## src/emrg_pkg.sv

```systemverilog
package emrg_pkg;

   localparam int MAX_COLS_DEF = 32;
   localparam int MIN_COLS     = 2;
   localparam int COLS_RESET   = 32;
   localparam int CFG_W        = 6;
   localparam int FIELD_W      = 32;
   localparam int WALL_W       = 31;
   localparam int LABEL_W_DEF  = 5;

   // Finished row handed from the sequencer to the output register.
   typedef struct packed {
      logic               done;
      logic [FIELD_W-1:0] right_walls;
      logic [FIELD_W-1:0] bottom_walls;
   } row_result_type;

endpackage

```

## src/emrg_label_mem.sv

```systemverilog
module emrg_label_mem import emrg_pkg::*; #(
   parameter int DEPTH = MAX_COLS_DEF,
   parameter int WIDTH = LABEL_W_DEF
) (
   input  logic                     clock,
   input  logic                     wr_en,
   input  logic [$clog2(DEPTH)-1:0] wr_addr,
   input  logic [WIDTH-1:0]         wr_data,
   input  logic                     rd_en,
   input  logic [$clog2(DEPTH)-1:0] rd_addr,
   output logic [WIDTH-1:0]         rd_data
);

   logic [WIDTH-1:0] labels_ff [DEPTH];
   logic [WIDTH-1:0] rd_data_ff;

   // The sequencer never reads and writes the same entry in one cycle.
   always_ff @(posedge clock) begin
      if (wr_en) begin
         labels_ff[wr_addr] <= wr_data;
      end
   end

   always_ff @(posedge clock) begin
      if (rd_en) begin
         rd_data_ff <= labels_ff[rd_addr];
      end
   end

   assign rd_data = rd_data_ff;

endmodule

```

## src/emrg_seq.sv

```systemverilog
module emrg_seq import emrg_pkg::*; #(
   parameter int MAX_COLS = MAX_COLS_DEF
) (
   input  logic                           clock,
   input  logic                           reset,
   input  logic                           start,
   input  logic                           new_maze,
   input  logic                           last_row,
   input  logic [MAX_COLS-2:0]            wall_bits,
   input  logic [MAX_COLS-1:0]            down_bits,
   input  logic [$clog2(MAX_COLS+1)-1:0]  n_cols,
   input  logic                           res_ready,
   output logic                           busy,
   output row_result_type                 result
);

   localparam int LBL_W = $clog2(MAX_COLS);
   localparam int CNT_W = $clog2(MAX_COLS+1);

   localparam logic [1:0] S_IDLE = 2'd0;
   localparam logic [1:0] S_P1   = 2'd1;
   localparam logic [1:0] S_P2   = 2'd2;
   localparam logic [1:0] S_FIN  = 2'd3;

   logic [1:0]          state_ff, state_in;
   logic [CNT_W-1:0]    cnt_ff, cnt_in;
   logic [CNT_W-1:0]    n_ff, n_in;
   logic                last_ff, last_in;
   logic [MAX_COLS-1:0] wall_ff, wall_in;
   logic [MAX_COLS-1:0] down_ff, down_in;
   logic [MAX_COLS-1:0] walled_ff, walled_in;
   logic                s1_vld_ff, s1_vld_in;
   logic [LBL_W-1:0]    s1_col_ff, s1_col_in;
   logic                s2_vld_ff, s2_vld_in;
   logic [LBL_W-1:0]    s2_col_ff, s2_col_in;
   logic [LBL_W-1:0]    s2_init_ff, s2_init_in;
   logic [LBL_W-1:0]    cur_g_ff, cur_g_in;
   logic [LBL_W-1:0]    rep_ff [MAX_COLS];
   logic [LBL_W-1:0]    rep_in [MAX_COLS];
   logic [LBL_W-1:0]    rm_ff [MAX_COLS];
   logic [LBL_W-1:0]    rm_in [MAX_COLS];
   logic [MAX_COLS-1:0] rmv_ff, rmv_in;
   logic [MAX_COLS-1:0] right_ff, right_in;
   logic [MAX_COLS-1:0] any_open_ff, any_open_in;
   logic [MAX_COLS-1:0] is_min_ff, is_min_in;

   logic [MAX_COLS-1:0] mask;
   logic [MAX_COLS-1:0] last_col;
   logic [MAX_COLS-1:0] opened;
   logic [MAX_COLS-1:0] fin_open;
   logic [MAX_COLS-1:0] bottom;
   logic [MAX_COLS-1:0] right;
   logic                issue;
   logic                finish;
   logic [LBL_W-1:0]    rd_data;
   logic                s1_walled;
   logic                rm_hit;
   logic [LBL_W-1:0]    p1_init;
   logic [LBL_W-1:0]    rep_addr;
   logic [LBL_W-1:0]    rep_out;
   logic [LBL_W-1:0]    bnd;
   logic                keep;
   logic                do_merge;
   logic [LBL_W-1:0]    lo;
   logic [LBL_W-1:0]    hi;
   logic                mem_wr_en;
   logic [LBL_W-1:0]    mem_wr_data;

   emrg_label_mem #(
      .DEPTH (MAX_COLS),
      .WIDTH (LBL_W)
   ) u_label_mem (
      .clock   (clock),
      .wr_en   (mem_wr_en),
      .wr_addr (s1_col_ff),
      .wr_data (mem_wr_data),
      .rd_en   (issue),
      .rd_addr (cnt_ff[LBL_W-1:0]),
      .rd_data (rd_data)
   );

   always_comb begin
      for (int k = 0; k < MAX_COLS; k++) begin
         mask[k]     = (CNT_W'(k) < n_ff);
         last_col[k] = (CNT_W'(k + 1) == n_ff);
      end
   end

   assign opened   = down_ff & mask;
   assign fin_open = opened | (is_min_ff & ~any_open_ff);
   assign bottom   = last_ff ? mask : (mask & ~fin_open);
   assign right    = (right_ff | last_col) & mask;

   assign issue  = ((state_ff == S_P1) || (state_ff == S_P2)) && (cnt_ff != n_ff);
   assign finish = (state_ff == S_FIN) && res_ready;
   assign busy   = (state_ff != S_IDLE);

   // First pass: a column that was open below inherits the first open column
   // that carried the same label in the previous row.
   assign s1_walled = walled_ff[s1_col_ff];
   assign rm_hit    = rmv_ff[rd_data];
   assign p1_init   = (s1_walled || !rm_hit) ? s1_col_ff : rm_ff[rd_data];

   // The group table has one read port, shared by both passes.
   assign rep_addr = s2_vld_ff ? s2_init_ff : rd_data;
   assign rep_out  = rep_ff[rep_addr];

   assign mem_wr_en   = s1_vld_ff;
   assign mem_wr_data = (state_ff == S_P1) ? p1_init : rep_out;

   assign bnd      = LBL_W'(s2_col_ff - 1'b1);
   assign keep     = !last_ff && wall_ff[bnd];
   assign do_merge = (s2_col_ff != '0) && !keep && (cur_g_ff != rep_out);
   assign lo       = (cur_g_ff < rep_out) ? cur_g_ff : rep_out;
   assign hi       = (cur_g_ff < rep_out) ? rep_out : cur_g_ff;

   always_comb begin
      state_in    = state_ff;
      cnt_in      = cnt_ff;
      n_in        = n_ff;
      last_in     = last_ff;
      wall_in     = wall_ff;
      down_in     = down_ff;
      walled_in   = walled_ff;
      s1_vld_in   = issue;
      s1_col_in   = cnt_ff[LBL_W-1:0];
      s2_vld_in   = s1_vld_ff && (state_ff == S_P1);
      s2_col_in   = s1_col_ff;
      s2_init_in  = p1_init;
      cur_g_in    = cur_g_ff;
      rep_in      = rep_ff;
      rm_in       = rm_ff;
      rmv_in      = rmv_ff;
      right_in    = right_ff;
      any_open_in = any_open_ff;
      is_min_in   = is_min_ff;

      case (state_ff)
         S_IDLE: begin
            if (start) begin
               state_in    = S_P1;
               cnt_in      = '0;
               n_in        = n_cols;
               last_in     = last_row;
               wall_in     = {1'b0, wall_bits};
               down_in     = down_bits;
               rmv_in      = '0;
               right_in    = '0;
               any_open_in = '0;
               is_min_in   = '0;
               for (int e = 0; e < MAX_COLS; e++) begin
                  rep_in[e] = LBL_W'(e);
               end
               if (new_maze) begin
                  walled_in = '1;
               end
            end
         end
         S_P1: begin
            if (issue) begin
               cnt_in = cnt_ff + 1'b1;
            end else if (!s1_vld_ff) begin
               state_in = S_P2;
               cnt_in   = '0;
            end
         end
         S_P2: begin
            if (issue) begin
               cnt_in = cnt_ff + 1'b1;
            end else if (!s1_vld_ff) begin
               state_in = S_FIN;
            end
         end
         S_FIN: begin
            if (res_ready) begin
               state_in  = S_IDLE;
               walled_in = bottom | ~mask;
            end
         end
         default: begin
            state_in = S_IDLE;
         end
      endcase

      if (s1_vld_ff && (state_ff == S_P1) && !s1_walled && !rm_hit) begin
         rmv_in[rd_data] = 1'b1;
         rm_in[rd_data]  = s1_col_ff;
      end

      // Boundary between the previous column and this one; a merge renames
      // the larger group to the smaller one everywhere in the table.
      if (s2_vld_ff) begin
         if (do_merge) begin
            cur_g_in = lo;
            for (int e = 0; e < MAX_COLS; e++) begin
               if (rep_ff[e] == hi) begin
                  rep_in[e] = lo;
               end
            end
         end else begin
            cur_g_in = rep_out;
            if (s2_col_ff != '0) begin
               right_in[bnd] = 1'b1;
            end
         end
      end

      if (s1_vld_ff && (state_ff == S_P2)) begin
         if (opened[s1_col_ff]) begin
            any_open_in[rep_out] = 1'b1;
         end
         is_min_in[s1_col_ff] = (rep_out == s1_col_ff);
      end
   end

   always_ff @(posedge clock) begin
      if (reset) begin
         state_ff  <= S_IDLE;
         cnt_ff    <= '0;
         walled_ff <= '1;
         s1_vld_ff <= 1'b0;
         s2_vld_ff <= 1'b0;
      end else begin
         state_ff  <= state_in;
         cnt_ff    <= cnt_in;
         walled_ff <= walled_in;
         s1_vld_ff <= s1_vld_in;
         s2_vld_ff <= s2_vld_in;
      end
   end

   always_ff @(posedge clock) begin
      n_ff        <= n_in;
      last_ff     <= last_in;
      wall_ff     <= wall_in;
      down_ff     <= down_in;
      s1_col_ff   <= s1_col_in;
      s2_col_ff   <= s2_col_in;
      s2_init_ff  <= s2_init_in;
      cur_g_ff    <= cur_g_in;
      rep_ff      <= rep_in;
      rm_ff       <= rm_in;
      rmv_ff      <= rmv_in;
      right_ff    <= right_in;
      any_open_ff <= any_open_in;
      is_min_ff   <= is_min_in;
   end

   assign result.done         = finish;
   assign result.right_walls  = FIELD_W'(right);
   assign result.bottom_walls = FIELD_W'(bottom);

endmodule

```

## src/eller_maze_row_generator.sv

```systemverilog
// Maze row generator after Eller's method: each request carries the random
// bits for one row plus first-row and last-row flags, and each request yields
// one response with the right and bottom walls of that row.
// The request and response channels use valid and stall; a transfer happens
// on a clock edge with valid high and stall low. The column count is written
// through csr_wr_en and csr_wr_data. The user must write it only while no
// request is in progress; the block itself does not enforce it.
// With n active columns a request is worked on in two passes over the column
// label RAM, one column per cycle: the merge pass and the final relabel and
// bottom-opening pass. A new request is taken only after the previous row
// has been handed to the output register.
// Synchronous reset returns the column count to 32, marks every column as
// walled below, so the next row starts with all columns in their own sets,
// and drops any pending response. The label RAM needs no clearing pass.
// A stalled response is held in the output register while the next request
// is already being worked on; that request waits at its end only while the
// output register still holds a stalled response.
module eller_maze_row_generator import emrg_pkg::*; #(
   parameter int MAX_COLS = MAX_COLS_DEF
) (
   input  logic               clock,
   input  logic               reset,
   input  logic               req_valid,
   output logic               req_stall,
   input  logic               req_new_maze,
   input  logic               req_last_row,
   input  logic [WALL_W-1:0]  req_wall_bits,
   input  logic [FIELD_W-1:0] req_down_bits,
   output logic               rsp_valid,
   input  logic               rsp_stall,
   output logic [FIELD_W-1:0] rsp_right_walls,
   output logic [FIELD_W-1:0] rsp_bottom_walls,
   input  logic               csr_wr_en,
   input  logic [CFG_W-1:0]   csr_wr_data
);

   localparam int CNT_W = $clog2(MAX_COLS+1);

   logic [CFG_W-1:0]   csr_cols_ff, csr_cols_in;
   logic               rsp_valid_ff, rsp_valid_in;
   logic [FIELD_W-1:0] rsp_right_ff, rsp_right_in;
   logic [FIELD_W-1:0] rsp_bottom_ff, rsp_bottom_in;
   logic [CNT_W-1:0]   n_cols;
   logic               busy;
   logic               start;
   logic               res_ready;
   row_result_type     result;

   assign csr_cols_in = csr_wr_en ? csr_wr_data : csr_cols_ff;

   // Column counts outside the supported range are clamped.
   always_comb begin
      if (int'(csr_cols_ff) < MIN_COLS) begin
         n_cols = CNT_W'(MIN_COLS);
      end else if (int'(csr_cols_ff) > MAX_COLS) begin
         n_cols = CNT_W'(MAX_COLS);
      end else begin
         n_cols = CNT_W'(csr_cols_ff);
      end
   end

   assign req_stall = busy;
   assign start     = req_valid && !busy;
   assign res_ready = !rsp_valid_ff || !rsp_stall;

   emrg_seq #(
      .MAX_COLS (MAX_COLS)
   ) u_seq (
      .clock     (clock),
      .reset     (reset),
      .start     (start),
      .new_maze  (req_new_maze),
      .last_row  (req_last_row),
      .wall_bits (req_wall_bits[MAX_COLS-2:0]),
      .down_bits (req_down_bits[MAX_COLS-1:0]),
      .n_cols    (n_cols),
      .res_ready (res_ready),
      .busy      (busy),
      .result    (result)
   );

   always_comb begin
      rsp_right_in  = rsp_right_ff;
      rsp_bottom_in = rsp_bottom_ff;
      if (result.done) begin
         rsp_valid_in  = 1'b1;
         rsp_right_in  = result.right_walls;
         rsp_bottom_in = result.bottom_walls;
      end else if (rsp_stall) begin
         rsp_valid_in = rsp_valid_ff;
      end else begin
         rsp_valid_in = 1'b0;
      end
   end

   always_ff @(posedge clock) begin
      if (reset) begin
         csr_cols_ff  <= CFG_W'(COLS_RESET);
         rsp_valid_ff <= 1'b0;
      end else begin
         csr_cols_ff  <= csr_cols_in;
         rsp_valid_ff <= rsp_valid_in;
      end
   end

   always_ff @(posedge clock) begin
      rsp_right_ff  <= rsp_right_in;
      rsp_bottom_ff <= rsp_bottom_in;
   end

   assign rsp_valid        = rsp_valid_ff;
   assign rsp_right_walls  = rsp_right_ff;
   assign rsp_bottom_walls = rsp_bottom_ff;

endmodule

```

## config.mk

```make
export PLATFORM = sky130hd
export DESIGN_NAME = eller_maze_row_generator
export DESIGN_NICKNAME = d
export VERILOG_FILES = /design/src/emrg_pkg.sv /design/src/emrg_label_mem.sv /design/src/emrg_seq.sv /design/src/eller_maze_row_generator.sv
export SDC_FILE = /design/constraint.sdc
export NUM_CORES = 1
export LEC_CHECK = 0
export BUFFER_PORTS_ARGS = -buffer_cell sky130_fd_sc_hd__buf_2
export CELL_PAD_IN_SITES_DETAIL_PLACEMENT = 1
export CELL_PAD_IN_SITES_GLOBAL_PLACEMENT = 2
export CORE_ASPECT_RATIO = 1.1
export CORE_UTILIZATION = 43
export DETAILED_ROUTE_END_ITERATION = 6
export PLACE_DENSITY = 0.89
export SYNTH_ARGS = -nofsm -noshare
export SYNTH_HDL_FRONTEND = slang
export SYNTH_HIERARCHICAL = 1
export SYNTH_SLANG_ARGS = --single-unit
export TNS_END_PERCENT = 30
```

## constraint.sdc

```tcl
create_clock -name clock -period 7.2 [get_ports clock]
set_input_delay 0 -clock clock [delete_from_list [all_inputs] [get_ports clock]]
set_output_delay 0 -clock clock [all_outputs]
set_load 0.005 [all_outputs]
```

Word level (Yosys, flattened, before mapping)
Memories as Yosys holds them, arrays and structs flattened. A register that Yosys moved wholly into a read port is not among the register bits.
Cells that the tools add are included.
W data, S select, Z words.
- flip-flop bits (word level): 651
- RAM bits: 160
- input port bits: 76
- output and inout bits: 66
- logic and storage cells: 370
- memories kept: 1
- $add $sub $neg: 2
- order comparisons: 46
- equality and inequality tests: 80
- mux-type cells: 105
- bitwise operators: 15
- reduce and logical (&&, ||, !) cells: 35
- memories (memory ; words ; bits a word ; rd ports ; clocked after memory_dff ; wr ports ; line ; RTL):
    u_seq.u_label_mem.labels_ff ; 32 ; 5 ; 1 ; 1 ; 1 ; emrg_label_mem.sv:14 ; logic [WIDTH-1:0] labels_ff [DEPTH];
- operator list (kind ; count):
    $mux W160 ; 4
    $mux W32 ; 19
    $mux W5 ; 43
    $or A32 B32 Y32 ; 6
    $eq A5 B5 Y1 ; 33
    $bwmux W160 ; 1
    $and A32 B32 Y32 ; 4
    $eq A5 B6 Y1 const A ; 16
    $lt A5 B6 Y1 const A ; 16
    $not A32 Y32 ; 3
    $pmux W32 S2 ; 1
    $bmux W5 S5 ; 2
    $eq A4 B6 Y1 const A ; 8
    $lt A4 B6 Y1 const A ; 8
    $bwmux W32 ; 1
    $mux W6 ; 5
    $demux W5 S5 ; 1
    $eq A3 B6 Y1 const A ; 4
    $lt A3 B6 Y1 const A ; 4
    $lt A5 B6 Y1 const B ; 4
    $bmux W1 S5 ; 4
    $demux W1 S5 ; 4
    $ge A5 B1 Y1 const B ; 4
    $pmux W6 S3 ; 1
    34 further kinds ; 87

Logic depth before layout (Yosys ltp)
Gate-level depths: netlist of run 1.
- word-level depth: 12
- gate-level depth with buffers: 28
- gate-level depth less buffers: 18

Hierarchy
The synthesis of run 1 kept the hierarchy.
- modules (own cells, without submodules) (module ; times used ; cells each ; area an instance (um2) ; seq. area each (um2)):
    emrg_seq ; 1 ; 3068 ; 30431.7 ; 13963.4
    emrg_label_mem ; 1 ; 277 ; 6394.9 ; 4954.8
    eller_maze_row_generator ; 1 ; 98 ; 2220.9 ; 2062.0

Worst setup path after synthesis of run 1
OpenSTA, ideal clock, no wires.
- path kind: flip-flop to flip-flop
- from: register u_seq.s2_vld_ff
- to: register u_seq.cur_g_ff[1] (data pin)
- data arrival time: 5.115 ns
- path slack: 1.811 ns
- cell stages (with the launch flop): 23
- path buffers: 7
- period minus slack after synthesis: 5.389 ns
- cells stage by stage: dfxtp_1 buf_6 mux2i_4 buf_6 mux4_2 nand2_1 a31oi_1 nor4_4 a21oi_4 inv_2 buf_6 ha_1 and3_1 o21ai_0 nand2_1 nor2_1 clkbuf_1 clkbuf_1 buf_1 nor2_1 a21oi_1 clkbuf_1 mux2i_1
- cells in the longest elaborated chain, start to end: 8
- elaborated cells on any way between the ends: 10
- classes of those cells: order compare (1); eq/ne (1); mux (6); bitwise (1); reduce/logical (1)
- RTL lines (item ; line ; RTL):
    from (decl) ; emrg_seq.sv:34 ; logic s2_vld_ff, s2_vld_in;
    from (signal assigned) ; emrg_seq.sv:228 ; s2_vld_ff <= s2_vld_in;
    $mux W5 * ; emrg_seq.sv:105 ; assign rep_addr = s2_vld_ff ? s2_init_ff : rd_data;
    $not A5 Y6 (implied by the code) * ; emrg_seq.sv:106 ; assign rep_out = rep_ff[rep_addr];
    $bmux W5 S5 * ; emrg_seq.sv:106 ;
    $mux W5 (implied by the code) * (2 in series) ; emrg_seq.sv:106 ;
    $lt A5 B5 Y1 / $ne A5 B5 Y1 (equally long branches) ; emrg_seq.sv:114, emrg_seq.sv:113 ;
    $mux W5 / $logic_and A1 B1 Y1 (equally long branches) ; emrg_seq.sv:114, emrg_seq.sv:113 ;
    $mux W5 * ; emrg_seq.sv:193 ; if (do_merge) begin
    to (signal assigned) ; emrg_seq.sv:240 ; cur_g_ff <= cur_g_in;
    to (decl) ; emrg_seq.sv:37 ; logic [LBL_W-1:0] cur_g_ff, cur_g_in;
Every way passes the cells marked *; elsewhere a longest branch is shown, timed or not. The select of a mux whose other input is x is not followed.
A chain may end at the register's enable or synchronous reset.

==> flow_summary.toml, run 1 <==
[sta]
clock_skew_ns = 0.04782
layout_setup_ws_ns = 0.4815
fin_crit_sh_pct = 93.31
slew_headroom_pct = 14.66
hold_ws_ns = 0.03092
fin_setup_tns_ns = 0
rsz0062_at_grt = "false"
slew_violations = 0
min_period_ns = 6.719
final_hold_viol_count = 0
worst_slew_pin_slew_ns = 1.277
fmax_mhz = 148.8
setup_viol = 0

[synth]
synth_ff_type = "edfxtp_1"
ys.warnings.count = 6
synth_cell_type_count = 95
yosysTopAreaCell = "edfxtp_1"
syn_area_mm2 = 0.03905
synth_edf_count = 464
syn-instance-count = 3443
seq_area_frac_synth_pct = 53.73
synth.top_cells.by_area = "edfxtp_1, dfxtp_1, mux4_2"
ys_ff_latch = 816
postSynthAreaPerCell_um2 = 11.34
synth_top_area_share_pct = 35.68
syn_nets = 3533
async_flop_share_pct = 0

[grt]
grt_pass1_vias = 31010
grt_max_degree = 154
grt_overflow = 0
grt.total_usage_pct = 28.50
antenna_found_initial = 3
grt_pass1_wl_mm = 199.2

[setup_path]
critPathSlowestCell = "a222oi_1"
cp.arrival_ns = 7.31
cp-end-kind = "flip-flop"
start_kind = "flip-flop"
critPathBufInv = 5
critPathMaxFanout = 33
startpoint = "u_seq/s2_vld_ff"
r2r_start = "u_seq/s2_vld_ff"
cp.required_ns = 7.79
crit_chain = "buf_4 > mux2i_4 > buf_4 > mux2i_1 > o221ai_1 > a222oi_1 > mux2i_1 > buf_4 > inv_2 > ha_1 > and3_1 > o21ai_0 > nand3b_1 > buf_4 > nand2_1 > and3_1 > a2111oi_0 > and4bb_1 > mux2i_1"
critical-path-top-delay-family = "simple AND/OR/NAND/NOR gates"
setup.worst_path.class = "reg -> reg"
critPathMaxStageDelay_ns = 0.81
critPathMostFrequentCell = "buf_4"

[cells_and_area]
nets = 3638
top_regs = "u_seq/rep_ff: 160 flops, u_seq/rm_ff: 160 flops, u_seq/u_label_mem/labels_ff: 160 flops"
drive_gt1_share_pct = 15.30
final_cells = 4791
area_delta_synth_final_pct = 13.49
n_antenna_cell = 0
fillCellCount = 9337

[clock_network]
cts_root_buf = "clkbuf_16"
postCtsSetupBuffers = 0
clock-sinks = 816
htreeDepth = 3
clk_pin_slew_ns = 0.06
cts_buffers = 85
cts_tree = "built"
cts.path.max_buffers = 3
clk_latency_ns = 0.68

[power_and_ir_drop]
p_per_area_mw_per_mm2 = 447.5
power.leakage_nw = 15.39
ir_worst_vdd_uv = 537.1

[floorplan]
core-area_mm2 = 0.08964
ios = 142
die_w_um = 289.3
dieArea_mm2 = 0.09202
chipHeight_um = 318.1
start_util_pct = 43.56
rows = 115

[placed_design]
globalplace.congestion = 0.8949
portBuffers = 141
hpwl_mm = 84.11
placed_cells = 4546
dp_slack_ns = 0.7789

[drt]
post_drt_wl_per_cell_um = 27.52
wirelength_mm = 131.9
drt_pass1_iterations = 5
ant_nets = 0
via_per_inst = 6.229
vias = 29850
drtIter0Drc = 2906
drc = 0

[status]
status = "finished clean"

[worst_hold_path]
hold_class = "in -> reg"
hold_start = "req_wall_bits[7]"

[job]
max_cap_viol_count = 0
-- path summary, 6_finish.rpt --
| kind | to | slack [ns] | depth (start not counted) |
|---|---|---|---|
| setup / recovery | u_seq/rep_ff[53] | 0.48 | 19 |
| hold / removal | u_seq/wall_ff[7] | 0.03 | 2 |
| setup reg to reg | u_seq/rep_ff[53] | 0.48 | 19 |
| hold reg to reg | u_seq/rmv_ff[21] | 0.45 | 1 |
-- cells by family (layout without fill, tap and decap cells) --
family	after synthesis	in the layout	share of synthesized area, %
xor+xnor	125	125	2.804
mux	360	360	13.34
fa+ha+maj	15	15	0.4742
simple gates	999	999	12.11
compound gates	748	748	13.25
flops	816	816	53.73
buf+inv	380	558	4.294
-- report_power, final --
part	switching [mW]	total, mW	internal [mW]
clock network	1.92	4.34	2.43
registers	0.292	5.90	5.61
logic	6.79	9.59	2.80
-- cell type report --
type,count,area [µm²],share of cell area [%]
Tap cell,1170,1464,3.303
Multi-Input combinational cell,2247,16540,37.31
Inverter,96,366.6,0.8273
Clock inverter,31,246.5,0.5562
Clock buffer,129,2510,5.664
Sequential cell,816,20990,47.37
Timing Repair Buffer,302,2202,4.969
-- cells in the mapped netlist, drive strengths merged (9+ instances only) --
master,number
a2111oi,25
a211oi,9
a21o,42
a21oi,149
a221oi,38
a22o,34
a22oi,17
a31oi,43
a32oi,12
and2,13
and3,32
and4bb,21
buf,107
clkbuf,177
dfxtp,352
edfxtp,464
ha,14
inv,94
mux2,13
mux2i,222
mux4,125
nand2,250
nand2b,43
nand3,53
nand3b,10
nand4,29
nor2,439
nor2b,36
nor3,20
nor4,15
o2111ai,26
o211ai,40
o21ai,105
o221ai,16
o22a,14
o22ai,90
o31ai,34
or3,11
xnor2,84
xor2,41
-- per-stage QoR --
stage | total power, mW | util (%) | area (µm²)
after floorplan | 11.68 | - | 39050
after global placement | 15.09 | 45.41 | 40710
after detailed placement | 15.30 | 45.41 | 40710
after CTS | 19.70 | 49.44 | 44320
after global routing | 20.53 | 49.44 | 44320
final | 19.83 | 49.44 | 44320
-- cell usage in the layout (no fill, tap or decap), types with 16 or more instances in the layout --
master,count
edfxtp_1,464
and4bb_1,18
nor3_1,18
a22oi_1,17
and3_1,32
dfxtp_1,344
o2111ai_1,25
clkbuf_16,88
clkinv_1,16
inv_1,91
a221oi_1,34
buf_4,70
xnor2_1,84
nand2_1,249
a2111oi_0,23
nand2b_1,43
nor2_1,436
nand4_1,23
o31ai_1,34
o21ai_0,94
mux4_2,123
a31oi_1,43
nand3_1,53
nor2b_1,35
xor2_1,41
dlygate4sd3_1,85
a21o_1,41
buf_2,141
mux2i_1,220
clkbuf_1,25
o22ai_1,89
o211ai_1,40
a21oi_1,142
a22o_1,34
-- routing by layer --
metal | vias up | wire length, µm | track usage, %
li1 | 13030 | - | -
met1 | 15300 | 54230 | 37.43
met2 | 1240 | 64630 | 47.45
met3 | 273 | 8633 | 4.563
met4 | 6 | 4340 | 9.918
met5 | - | 41 | 0
-- worst register-to-register path, delay by kind of cell, from the launching register on --
kind | cells | cell delay (ns)
simple gates | 5 | 2.06
compound gates | 4 | 1.50
buf+inv | 5 | 1.37
mux | 4 | 1.01
flops | 1 | 0.52
fa+ha+maj | 1 | 0.15
-- repair_timing --
item	4_1_cts	5_1_grt
gates resized for setup	0	0
endpoints found under the hold margin	74	0
hold buffers	85	0
No activity file was read; power rests on OpenSTA's default activity.
==> run 2: changes to the inputs <==
--- a/config.mk
+++ b/config.mk
@@ -11,6 +11,7 @@
 export CORE_ASPECT_RATIO = 1.1
 export CORE_UTILIZATION = 43
 export DETAILED_ROUTE_END_ITERATION = 6
+export MAX_ROUTING_LAYER = met4
 export PLACE_DENSITY = 0.89
 export SYNTH_ARGS = -nofsm -noshare
 export SYNTH_HDL_FRONTEND = slang
==> constraint.sdc (replaced) <==
create_clock -name clock -period 7.4 [get_ports clock]
set_input_delay 0 -clock clock [delete_from_list [all_inputs] [get_ports clock]]
set_output_delay 0 -clock clock [all_outputs]
set_load 0.005 [all_outputs]
==> flow_summary.toml, run 2 (synthesis gave the netlist of run 1 again) <==
[placed_design]
placed_area_mm2 = 0.04066
portBuffers = 141
globalplace.congestion = 0.9562
dp_slack_ns = 0.7906
placed_cells = 4546
hpwl_mm = 83.11

[job]
max_cap_viol_count = 0

[setup_path]
critPathMaxStageDelay_ns = 0.86
start_kind = "flip-flop"
cp-end-kind = "flip-flop"
r2r_start = "u_seq/s2_vld_ff"
r2r_setup_slack_ns = 0.58
rr_worst_depth = 16
cp.arrival_ns = 7.38
critPathMaxFanout = 22
setup.worst_path.class = "reg -> reg"
critPathSlowestCell = "mux2i_4"
crit_chain = "buf_4 > mux2i_4 > o221ai_1 > a222oi_1 > mux2i_1 > buf_4 > inv_2 > ha_1 > and3_1 > o21ai_0 > nand3b_1 > nand2_1 > and3_1 > a2111oi_0 > and4bb_1 > mux2i_1"
worstReg2RegEnd = "u_seq/rep_ff[158]"
cp.required_ns = 7.96

[drt]
drc = 0
drtIter0Drc = 2889
ant_nets = 0
vias = 29660
post_drt_wl_per_cell_um = 27.03
wirelength_mm = 129.6
drt_pass1_iterations = 5
via_per_inst = 6.188

[power_and_ir_drop]
p_per_area_mw_per_mm2 = 434.6
ir_worst_vdd_uv = 540.5
finalPower_mw = 19.34
power.leakage_nw = 15.49

[sta]
slew_headroom_pct = 24.02
clock_skew_ns = 0.04938
rsz0062_at_grt = "false"
setup_viol = 0
fin_setup_tns_ns = 0
fmax_mhz = 146.7
min_period_ns = 6.816
slew_violations = 0
layout_setup_ws_ns = 0.5839
final_hold_viol_count = 0
fin_crit_sh_pct = 92.11
worst_slew_pin_slew_ns = 1.137

[floorplan]
core-area_mm2 = 0.08964
ios = 142
die_w_um = 289.3
chipHeight_um = 318.1
rows = 115
dieArea_mm2 = 0.09202
start_util_pct = 43.56

[worst_hold_path]
hold_start = "req_wall_bits[5]"
hold_class = "in -> reg"
hold_end = "u_seq/wall_ff[5]"
hold_depth = 2

[status]
status = "finished clean"

[clock_network]
cts_buffers = 87
postCtsSetupBuffers = 0
cts-resized-gates = 0
clk_pin_slew_ns = 0.06
htreeDepth = 3
cts_root_buf = "clkbuf_16"
cts.path.max_buffers = 3
clock-sinks = 816
holdBufCountCts = 85
clk_latency_ns = 0.68
cts_tree = "built"

[cells_and_area]
top_regs = "u_seq/rep_ff: 160 flops, u_seq/rm_ff: 160 flops, u_seq/u_label_mem/labels_ff: 160 flops"
final_cell_mix = "edfxtp_1, nor2_1, dfxtp_1"
area_delta_synth_final_pct = 13.99
final_cells = 4794
nets = 3640
final_common_cell = "edfxtp_1"
drive_gt1_share_pct = 15.69
design_area_mm2 = 0.04451

[grt]
grt_pass1_vias = 30940
grt_max_degree = 141
antenna_found_initial = 3
grt.total_usage_pct = 28.93
grt_pass1_wl_mm = 196.5
grt_overflow = 0
run 2: how the worst max path moves through the flow:
| stage | from | end | slack, ns | depth (start not counted) |
|---|---|---|---|---|
| floorplan | u_seq/s2_vld_ff | u_seq/cur_g_ff[1] | 2.01 | 22 |
| global placement | u_seq/s2_vld_ff | u_seq/rep_ff[10] | 0.90 | 16 |
| detailed placement | u_seq/s2_vld_ff | u_seq/rep_ff[46] | 0.79 | 16 |
| CTS | u_seq/s2_vld_ff | u_seq/rep_ff[158] | 0.74 | 16 |
| global route | u_seq/s2_vld_ff | u_seq/rep_ff[50] | 0.25 | 20 |
| finish | u_seq/s2_vld_ff | u_seq/rep_ff[158] | 0.58 | 16 |
run 2: metal layers:
metal	track usage, %	up-vias	part of all wire (%)
met5	-	-	0
met4	10.14	0	3.2
met3	3.503	262	6.0
met2	46.76	1150	49
met1	37.40	15190	42
li1	-	13060	-
run 2: worst max-delay path: cells and delay by family, from the launching register on:
| kind | cells | cell delay, ns |
|---|---|---|
| compound gates | 4 | 1.61 |
| mux | 3 | 1.31 |
| buf+inv | 3 | 0.72 |
| flops | 1 | 0.66 |
| fa+ha+maj | 1 | 0.16 |
| simple gates | 5 | 2.22 |
run 2: final cells by class:
cell class,count,area [µm²]
Clock buffer,122,2501
Sequential cell,816,20990
Clock inverter,38,486.7
Fill cell,9327,45130
Tap cell,1170,1464
Antenna cell,3,7.507
Timing Repair Buffer,302,2152
Multi-Input combinational cell,2247,16540
Inverter,96,366.6
run 2: stage by stage:
step / utilization [%] / hold WS [ns]
floorplan: - / 0.07238
global placement: 45.36 / 0.1768
detailed placement: 45.36 / 0.1788
CTS: 49.64 / 0.008952
global route: 49.65 / 0.03301
finish: 49.65 / 0.02930
run 2: where the power goes:
group	total, mW	switching (mW)	internal [mW]
clock network	4.56	1.91	2.66
logic	9.10	6.47	2.63
registers	5.68	0.229	5.45
